## config.mk

```make
export PLATFORM = sky130hd
export DESIGN_NAME = glob_pattern_matcher
export DESIGN_NICKNAME = d
export VERILOG_FILES = /design/src/gpm_pkg.sv /design/src/gpm_front.sv /design/src/gpm_queue.sv /design/src/gpm_back.sv /design/src/glob_pattern_matcher.sv
export SDC_FILE = /design/constraint.sdc
export NUM_CORES = 1
export LEC_CHECK = 0
export ABC_AREA = 1
export BUFFER_PORTS_ARGS = -buffer_cell sky130_fd_sc_hd__clkbuf_2
export CORE_AREA = 2 2 293 150
export DETAILED_ROUTE_END_ITERATION = 12
export DIE_AREA = 0 0 295 152
export PLACE_DENSITY = 0.69
export SLEW_MARGIN = 5
export SYNTH_ARGS = -nofsm -noshare
export SYNTH_HDL_FRONTEND = slang
export SYNTH_SLANG_ARGS = --single-unit
```

## constraint.sdc

```tcl
create_clock -name clk -period 5.95 [get_ports clk]
set_input_delay 1.785 -clock clk [delete_from_list [all_inputs] [get_ports clk]]
set_output_delay 1.785 -clock clk [all_outputs]
set_load 0.005 [all_outputs]
```

## src/gpm_pkg.sv

```systemverilog
package gpm_pkg;

  localparam int PATTERN_MAX = 32;
  localparam int POS_N       = PATTERN_MAX + 1;
  localparam int LEN_W       = $clog2(POS_N);
  localparam int IDX_W       = (PATTERN_MAX > 1) ? $clog2(PATTERN_MAX) : 1;
  localparam int SCAN_LEVELS = LEN_W;

  localparam int QUEUE_DEPTH = 4;
  localparam int QPTR_W      = $clog2(QUEUE_DEPTH);
  localparam int QCNT_W      = $clog2(QUEUE_DEPTH + 1);

  localparam logic [7:0] CH_ANY_ONE = 8'h3F;
  localparam logic [7:0] CH_ANY_SEQ = 8'h2A;

  typedef enum logic [1:0] {
    REQ_APPEND  = 2'd0,
    REQ_SUBJECT = 2'd1,
    REQ_FINISH  = 2'd2,
    REQ_CLEAR   = 2'd3
  } req_t;

  typedef struct packed {
    req_t       kind;
    logic [7:0] ch;
    logic       is_star;
    logic       is_any;
  } op_t;

endpackage

```

## src/gpm_front.sv

```systemverilog
module gpm_front
  import gpm_pkg::*;
(
  input  logic       in_valid,
  input  logic [1:0] req_type,
  input  logic [7:0] char_value,
  input  logic       queue_full,
  output logic       in_stall,
  output logic       push,
  output op_t        push_op
);

  assign in_stall = queue_full;
  assign push     = in_valid & ~queue_full;

  always_comb begin
    push_op.kind    = req_t'(req_type);
    push_op.ch      = char_value;
    push_op.is_star = (char_value == CH_ANY_SEQ);
    push_op.is_any  = (char_value == CH_ANY_ONE);
  end

endmodule

```

## src/gpm_queue.sv

```systemverilog
module gpm_queue
  import gpm_pkg::*;
(
  input  logic clk,
  input  logic rst,
  input  logic push,
  input  op_t  push_op,
  output logic full,
  input  logic pop,
  output logic head_valid,
  output op_t  head_op
);

  op_t               slots [QUEUE_DEPTH];
  logic [QPTR_W-1:0] wr_ptr;
  logic [QPTR_W-1:0] rd_ptr;
  logic [QCNT_W-1:0] count;

  assign full       = (count == QCNT_W'(QUEUE_DEPTH));
  assign head_valid = (count != '0);
  assign head_op    = slots[rd_ptr];

  always_ff @(posedge clk) begin
    if (push) begin
      slots[wr_ptr] <= push_op;
    end
  end

  always_ff @(posedge clk) begin
    if (rst) begin
      wr_ptr <= '0;
      rd_ptr <= '0;
      count  <= '0;
    end else begin
      if (push) begin
        wr_ptr <= wr_ptr + 1'b1;
      end
      if (pop) begin
        rd_ptr <= rd_ptr + 1'b1;
      end
      if (push && !pop) begin
        count <= count + 1'b1;
      end else if (pop && !push) begin
        count <= count - 1'b1;
      end
    end
  end

  a_no_pop_empty: assert property (@(posedge clk) disable iff (rst)
    pop |-> head_valid)
    else $error("pop from empty queue");

  a_no_push_full: assert property (@(posedge clk) disable iff (rst)
    push |-> !full)
    else $error("push into full queue");

  a_count_bound: assert property (@(posedge clk) disable iff (rst)
    count <= QCNT_W'(QUEUE_DEPTH))
    else $error("queue count out of range");

endmodule

```

## src/gpm_back.sv

```systemverilog
module gpm_back
  import gpm_pkg::*;
(
  input  logic clk,
  input  logic rst,
  input  logic head_valid,
  input  op_t  head_op,
  output logic pop,
  output logic out_valid,
  input  logic out_stall,
  output logic matched,
  output logic pattern_overflow
);

  logic [7:0]             store [PATTERN_MAX];
  logic [PATTERN_MAX-1:0] star_bits;
  logic [PATTERN_MAX-1:0] any_bits;
  logic [PATTERN_MAX-1:0] len_mask;
  logic [LEN_W-1:0]       len;
  logic                   overflow;
  logic [POS_N-1:0]       raw;

  logic [PATTERN_MAX-1:0] star_valid;
  logic [PATTERN_MAX-1:0] hit;
  logic [POS_N-1:0]       pass;
  logic [POS_N-1:0]       closed;
  logic [POS_N-1:0]       stepped;
  logic                   room;
  logic                   out_free;

  // Prefix scan: position j reachable from active i through a run of stars.
  function automatic logic [POS_N-1:0] close_stars(input logic [POS_N-1:0] v,
                                                    input logic [POS_N-1:0] p);
    logic [POS_N-1:0] c;
    logic [POS_N-1:0] q;
    logic [POS_N-1:0] cn;
    logic [POS_N-1:0] qn;
    c = v;
    q = p;
    for (int k = 0; k < SCAN_LEVELS; k++) begin
      cn = c;
      qn = q;
      for (int j = 0; j < POS_N; j++) begin
        if (j >= (1 << k)) begin
          cn[j] = c[j] | (q[j] & c[j - (1 << k)]);
          qn[j] = q[j] & q[j - (1 << k)];
        end
      end
      c = cn;
      q = qn;
    end
    return c;
  endfunction

  assign star_valid = len_mask & star_bits;
  assign pass       = {star_valid, 1'b0};
  assign closed     = close_stars(raw, pass);
  assign room       = (len < LEN_W'(PATTERN_MAX));

  always_comb begin
    for (int i = 0; i < PATTERN_MAX; i++) begin
      hit[i] = closed[i] & len_mask[i] & ~star_bits[i]
             & (any_bits[i] | (store[i] == head_op.ch));
    end
    stepped = {hit, 1'b0} | {1'b0, closed[PATTERN_MAX-1:0] & star_valid};
  end

  assign out_free = ~out_valid | ~out_stall;
  assign pop      = head_valid & ((head_op.kind != REQ_FINISH) | out_free);

  always_ff @(posedge clk) begin
    if (pop && head_op.kind == REQ_APPEND && room) begin
      store[len[IDX_W-1:0]]     <= head_op.ch;
      star_bits[len[IDX_W-1:0]] <= head_op.is_star;
      any_bits[len[IDX_W-1:0]]  <= head_op.is_any;
    end
  end

  always_ff @(posedge clk) begin
    if (pop && head_op.kind == REQ_FINISH) begin
      matched          <= closed[len];
      pattern_overflow <= overflow;
    end
  end

  always_ff @(posedge clk) begin
    if (rst) begin
      len_mask  <= '0;
      len       <= '0;
      overflow  <= 1'b0;
      raw       <= POS_N'(1);
      out_valid <= 1'b0;
    end else begin
      if (pop && head_op.kind == REQ_FINISH) begin
        out_valid <= 1'b1;
      end else if (!out_stall) begin
        out_valid <= 1'b0;
      end
      if (pop) begin
        unique case (head_op.kind)
          REQ_APPEND: begin
            if (room) begin
              len_mask[len[IDX_W-1:0]] <= 1'b1;
              len                      <= len + 1'b1;
            end else begin
              overflow <= 1'b1;
            end
            raw <= POS_N'(1);
          end
          REQ_SUBJECT: begin
            raw <= stepped;
          end
          REQ_FINISH: begin
            raw <= POS_N'(1);
          end
          REQ_CLEAR: begin
            len_mask <= '0;
            len      <= '0;
            overflow <= 1'b0;
            raw      <= POS_N'(1);
          end
          default: begin
            raw <= raw;
          end
        endcase
      end
    end
  end

  a_len_bound: assert property (@(posedge clk) disable iff (rst)
    len <= LEN_W'(PATTERN_MAX))
    else $error("pattern length beyond capacity");

  a_mask_len: assert property (@(posedge clk) disable iff (rst)
    $countones(len_mask) == int'(len))
    else $error("length mask disagrees with length");

  a_finish_result: assert property (@(posedge clk) disable iff (rst)
    (pop && head_op.kind == REQ_FINISH) |=> out_valid)
    else $error("finish did not raise a result");

  a_no_overwrite: assert property (@(posedge clk) disable iff (rst)
    (out_valid && out_stall) |-> !(pop && head_op.kind == REQ_FINISH))
    else $error("pending result overwritten");

endmodule

```

## src/glob_pattern_matcher.sv

```systemverilog
// Glob matcher taking one transaction per clock while in_stall is low: '*'
// matches any run of bytes, '?' any single byte, other bytes themselves.
// Append (0) and clear (3) edit a pattern of up to PATTERN_MAX bytes and
// restart the subject; subject bytes (1) advance the set of live pattern
// positions; finish (2) returns matched and the sticky overflow flag and
// restarts the subject. Transactions pass a four-entry queue into the engine,
// which writes a finish result to the output register, where it holds until
// taken; only a stalled output register holds up further finishes. The star
// closure is a log-depth prefix scan, so the whole position vector is
// computed combinationally for each subject byte.
module glob_pattern_matcher
  import gpm_pkg::*;
(
  input  logic       clk,
  input  logic       rst,
  input  logic       in_valid,
  output logic       in_stall,
  input  logic [1:0] req_type,
  input  logic [7:0] char_value,
  output logic       out_valid,
  input  logic       out_stall,
  output logic       matched,
  output logic       pattern_overflow
);

  logic queue_full;
  logic push;
  op_t  push_op;
  logic pop;
  logic head_valid;
  op_t  head_op;

  gpm_front u_front (
    .in_valid   (in_valid),
    .req_type   (req_type),
    .char_value (char_value),
    .queue_full (queue_full),
    .in_stall   (in_stall),
    .push       (push),
    .push_op    (push_op)
  );

  gpm_queue u_queue (
    .clk        (clk),
    .rst        (rst),
    .push       (push),
    .push_op    (push_op),
    .full       (queue_full),
    .pop        (pop),
    .head_valid (head_valid),
    .head_op    (head_op)
  );

  gpm_back u_back (
    .clk              (clk),
    .rst              (rst),
    .head_valid       (head_valid),
    .head_op          (head_op),
    .pop              (pop),
    .out_valid        (out_valid),
    .out_stall        (out_stall),
    .matched          (matched),
    .pattern_overflow (pattern_overflow)
  );

endmodule

```

==> results of run 1 <==
==> final timing paths <==
kind	to	slack, ps	start	cells after the start
setup / recovery	u_back.store[30][5]	2050	register	7
hold / removal	u_back.raw[27]	470	u_back.raw[27]	2
setup reg to reg	u_back.store[30][5]	2050	register	7
hold reg to reg	u_back.raw[27]	470	u_back.raw[27]	2
==> worst max-delay path: cells and delay by family, from the launching register on <==
kind / cells / cell delay, ps
AOI/OAI and AO/OA: 2 / 540
buffers and inverters: 2 / 380
and+or+nand+nor: 3 / 1630
DFF: 1 / 940
==> final cells by class <==
class	count	area, um^2	area share
Clock inverter	24	290.3	0.01256
Sequential cell	452	12750	0.5519
Multi-Input combinational cell	1328	7019	0.3038
Tap cell	588	735.7	0.03184
Timing Repair Buffer	62	422.9	0.01830
Clock buffer	50	1091	0.04722
Inverter	211	794.5	0.03439
==> metrics by stage <==
stage / cell area, um^2 / utilization / hold WS, ps
after floorplan: 20960 / - / 408.6
after global placement: 21720 / 0.5096 / 450.7
after detailed placement: 21720 / 0.5096 / 460.3
after CTS: 23110 / 0.5420 / 470.7
after global routing: 23110 / 0.5420 / 471.7
final: 23110 / 0.5420 / 467.8
==> flip-flops by register name, indices dropped and copies added, names as in the netlist, 2 cells and up, named ones only <==
signal	flops
u_queue.rd_ptr	2
u_back.star_bits	32
u_queue.slots	48
u_back.raw	33
u_back.store	256
u_back.len	6
u_back.len_mask	32
u_queue.count	3
u_back.any_bits	32
u_queue.wr_ptr	2
==> layer usage <==
metal  up-vias  wire [um]
li1       6939          -
met3        93       6684
met1      7222      27060
met4         0       1084
met2       772      21670
met5         -          0
==> layout by cell type (no fill, tap or decap), drive strengths merged <==
cell type	synthesis	routed
a21oi	88	88
ha	9	9
a221oi	3	3
nor3b	9	9
clkinv	5	19
nor4	15	15
fa	1	1
o211a	2	2
or2	21	21
nand2	512	512
a22oi	2	2
nand4	22	22
o22a	1	1
clkinvlp	0	3
xor2	87	87
bufinv	0	6
and3	1	1
xnor2	116	116
inv	206	207
o2111ai	1	1
o21a	2	2
nand3	121	121
edfxtp	370	370
dfxtp	82	82
and2	1	1
o22ai	7	7
nor2	159	159
a211oi	9	9
nor3	64	64
a31oi	18	18
a32oi	1	1
buf	45	45
clkbuf	12	67
o21ai	51	51
nand3b	4	4
o211ai	1	1
==> report_power, final <==
part           switching, mW  internal [mW]  leakage [nW]
Clock                   1.21           1.58         0.669
Sequential            0.0932           4.01          4.00
Combinational           2.59          0.988          3.66
==> kinds of logic after synthesis <==
family,after synthesis
adders and majority gates,10
DFF,452
AOI/OAI and AO/OA,186
and+or+nand+nor,929
buffers and inverters,268
xor gates and xnor gates,203
==> results.cfg, run 1 <==
[die]
dieArea_um2 = 44840
start_util = 0.4916
ioPinCount = 18
fp.coreArea_um2 = 42630
die_w_um = 295
row_count = 54
die_h_um = 152

[synth]
synth_seq_area_share = 0.6084
postSynthAreaPerCell_um2 = 10.23
synth_xor_xnor_area_share = 0.08555
synthCells = 2048
ys_async_sr_fraction = 0
synth_area_leader_cell = edfxtp_1
synth_top_area_frac = 0.5301
synth_ff_type = edfxtp_1
synth.most_common_cell = nand2_1
synth_area_um2 = 20960
synth_compound_gate_area_share = 0.05039
synth_edf_count = 370
synthTopCellsByArea = edfxtp_1 (53%), nand2_1 (9.1%), dfxtp_1 (7.8%), xnor2_1 (4.8%), inv_1 (3.6%)
yosysWarnings = 0
synth_top_family_by_area = simple AND/OR/NAND/NOR gates
ys_types = 49
synth_seq_cells = 452
synth_common_cells = nand2_1 (506), edfxtp_1 (370), inv_1 (202)
synthMuxAreaShare = 0
postSynthNetCount = 2072
synth_fa_ha_area_frac = 0.006328
synthSimpleGateAreaFrac = 0.1917

[detailed_routing]
drtPass1Iterations = 6
routedWlPerCell_um = 20.81
drc = 0
vias = 15030
drt_iter0_markers = 2213
wirelength_mm = 56.50
via_per_inst = 5.534
ant_nets = 0

[final_layout]
drive_gt1_frac = 0.08557
final_cells = 2715
antenna_cells = 0
area_growth_pct = 10.24
fill_cells = 3656
num-nets-final = 2119

[place]
place_inst = 2641
gp_congestion = 0.9676
io_buffer_count = 17
dp_slack_ps = 2125
dpl.hpwl_mm = 38.72

[global_route]
busiest_layer = met1
grt_usage = 0.2512
use_met3 = 0.05895
grt.overflow.total = 0
grt_max_degree = 47
grt_use_met1 = 0.4190
antenna_found_initial = 0
grt_pass1_vias = 13320
grt_pass1_wl_mm = 83.90
use_met2 = 0.3213

[clocking]
cts.sinks = 452
root_buffer = clkbuf_16
htreeDepth = 2
cts_setup_buffers = 0
cts_buffer_depth = 3
clock_latency_ps = 570
cts_hold_buf = 0
cts_buffers = 40
clk_pin_slew_ps = 70
cts_tree = yes
ctsResizeCount = 0

[critical_path]
slowest_delay_ps = 1130
critPathRequiredTime_ps = 6110
cp.arrival_ps = 4060
critPathSlowestCell = nor3_1
crit_path_end_kind = register
path_cells = inv_4, o21ai_1, o22a_1, nand2_1, inv_1, nand3_2, nor3_1
critPathLaunchType = register
path_max_fanout = 25
critical_path_class = register to register

[timing]
fmax_mhz = 256.5
min_period_ps = 3898
tightest_slew_ps = 1269
skew_ps = 23.04
setup_viol_count_final = 0
hold_viol = 0
fin_crit_sh = 0.6552
fin_ws_ps = 2052
max-slew-margin-rel = 0.1475
drv_slew = 0
rsz0062_at_grt = no
setup_tns_ps = 0

[power_and_ir_drop]
p_leak_nw = 8.334
irDropWorstVdd_mv = 0.2833
power_density_nw_per_um2 = 453.0
p_total_mw = 10.47

[worst_hold_path]
holdCritPathClass = register to register

[flow_run]
max_cap_violations = 0

[status]
status = finished clean
(Power assumes the default switching activity.)
==> run 2: changes to the inputs <==
--- a/config.mk
+++ b/config.mk
@@ -10,7 +10,7 @@
 export CORE_AREA = 2 2 293 150
 export DETAILED_ROUTE_END_ITERATION = 12
 export DIE_AREA = 0 0 295 152
-export PLACE_DENSITY = 0.69
+export PLACE_DENSITY = 0.72
 export SLEW_MARGIN = 5
 export SYNTH_ARGS = -nofsm -noshare
 export SYNTH_HDL_FRONTEND = slang
==> constraint.sdc (replaced) <==
create_clock -name clk -period 3.1 [get_ports clk]
set_input_delay 0.93 -clock clk [delete_from_list [all_inputs] [get_ports clk]]
set_output_delay 0.93 -clock clk [all_outputs]
set_load 0.005 [all_outputs]
==> run 2 against run 1 <==
Effect of this change: utilization grew 0.79 points; first-iteration DRC count grew 6.1%; hold slack lost 28 ps; via count grew 1.7%; worst setup slack lost 1900 ps; non-clock buffer count grew 50; clock skew grew 1.0 ps; critical endpoint is now u_back.matched; largest cell class unchanged.
==> results.cfg, run 2 (synthesis gave the netlist of run 1 again) <==
[final_layout]
final_common_cell = nand2_1
area_growth_pct = 11.85
largest_register_ffs = 256
num-nets-final = 2169
final_cell_mix = nand2_1 (503), edfxtp_1 (370), inv_1 (202)
drive_gt1_frac = 0.1053
antenna_cells = 0

[critical_path]
critPathLaunchType = register
path_max_fanout = 4
crit_path_end_kind = register
cp.arrival_ps = 3330
crit-reg2reg-launch = u_back.star_bits[18]
critPathLaunch = u_back.star_bits[18]
r2r_setup_slack_ps = 190
rr_endpoint = u_back.matched
critPathRequiredTime_ps = 3520
critical_path_class = register to register
reg2reg_depth = 14

[global_route]
grt.overflow.total = 0
grt_pass1_vias = 13820
grt_pass1_wl_mm = 87.00
antenna_found_initial = 1
grt_usage = 0.2615
grt_max_degree = 39

[detailed_routing]
via_per_inst = 5.532
drt_iter0_markers = 2349
vias = 15280
drc = 0
wl_met3_mm = 7.610
wl_met2_mm = 23.01
wirelength_mm = 59.05
routedWlPerCell_um = 21.38
drt-met1-wl_mm = 27.68
top_layer = met4
ant_nets = 0
drtPass1Iterations = 6

[flow_run]
max_cap_violations = 0

[worst_hold_path]
min-delay-start = u_back.overflow
min_to = u_back.pattern_overflow
holdCritPathClass = register to register
min_path_cells = 0

[power_and_ir_drop]
power_density_nw_per_um2 = 876.4
p_total_mw = 20.54
p_leak_nw = 8.560
irDropWorstVdd_mv = 0.6846

[clocking]
htreeDepth = 2
clock_latency_ps = 560
cts_buffer_depth = 3
root_buffer = clkbuf_16
cts_tree = yes
ctsResizeCount = 0
clk_pin_slew_ps = 70
cts_setup_buffers = 0
cts_hold_buf = 0
cts_buffers = 40
cts.sinks = 452

[timing]
setup_tns_ps = 0
max-slew-margin-rel = 0.4736
tightest_slew_ps = 783.6
fin_crit_sh = 0.9380
rsz0062_at_grt = no
hold_viol = 0
drv_slew = 0
setup_viol_count_final = 0
fmax_mhz = 343.9
skew_ps = 24.05
min_period_ps = 2908

[die]
ioPinCount = 18
dieArea_um2 = 44840
row_count = 54
start_util = 0.4916
die_h_um = 152
fp.coreArea_um2 = 42630
die_w_um = 295

[place]
gp_congestion = 1.023
dpl.hpwl_mm = 40.87
io_buffer_count = 17

[status]
status = finished clean
[run 2: final cells by class]
class	count	area (um^2)
Clock buffer	48	1041
Tap cell	588	735.7
Multi-Input combinational cell	1328	7019
Sequential cell	452	12750
Fill cell	3644	19190
Timing Repair Buffer	112	860.8
Inverter	211	794.5
Clock inverter	23	239.0
[run 2: stage by stage]
stage | cells | hold slack (ps) | worst slack (ps) | utilization | cell area (um^2)
4_1_cts | 2762 | 439.1 | 233.5 | 0.5499 | 23440
3_3_place_gp | 2691 | 424.8 | 272.5 | 0.5198 | 22160
3_5_place_dp | 2691 | 423.4 | 225.9 | 0.5198 | 22160
6_report | 2762 | 439.6 | 192.1 | 0.5499 | 23440
5_1_grt | 2762 | 448.8 | 44.22 | 0.5499 | 23440
2_1_floorplan | 2048 | 408.6 | 550.4 | - | 20960
[run 2: layer usage]
metal  GRT usage  vias to the layer above
li1            -                     7025
met1      0.4306                     7346
met2      0.3435                      840
met3     0.06846                       69
met4     0.04179                        0
met5           0                        -
[run 2: worst max-delay path by stage]
stage | endpoint | slack, ps | cells after the start
6_report | u_back.matched | 190 | 14
5_1_grt | u_back.raw[22] | 40 | 13
4_1_cts | u_back.store[25][2] | 230 | 9
3_5_place_dp | u_back.store[25][2] | 230 | 9
3_3_place_gp | u_back.store[25][7] | 270 | 9
2_1_floorplan | u_back.any_bits[10] | 550 | 9
[run 2: where the power goes]
| part | internal (mW) | switching [mW] | leakage [nW] |
|---|---|---|---|
| clock network | 2.75 | 2.29 | 0.621 |
| logic | 2.31 | 5.37 | 3.93 |
| registers | 7.69 | 0.132 | 4.00 |
| total | 12.8 | 7.79 | 8.56 |
[run 2: critical path, cell delays in order, from the launching register on]
cell and delay [ps]:
edfxtp_1 400, nand2_1 130, nor2_1 290, nand2_1 180, nor3_1 630, nand3_1 350, nand3_1 230, nand2_1 70
nand3_1 70, nor2_1 40, nor2_1 90, nor2_1 50, nand3_1 120, nand2_1 70, nand2_1 60
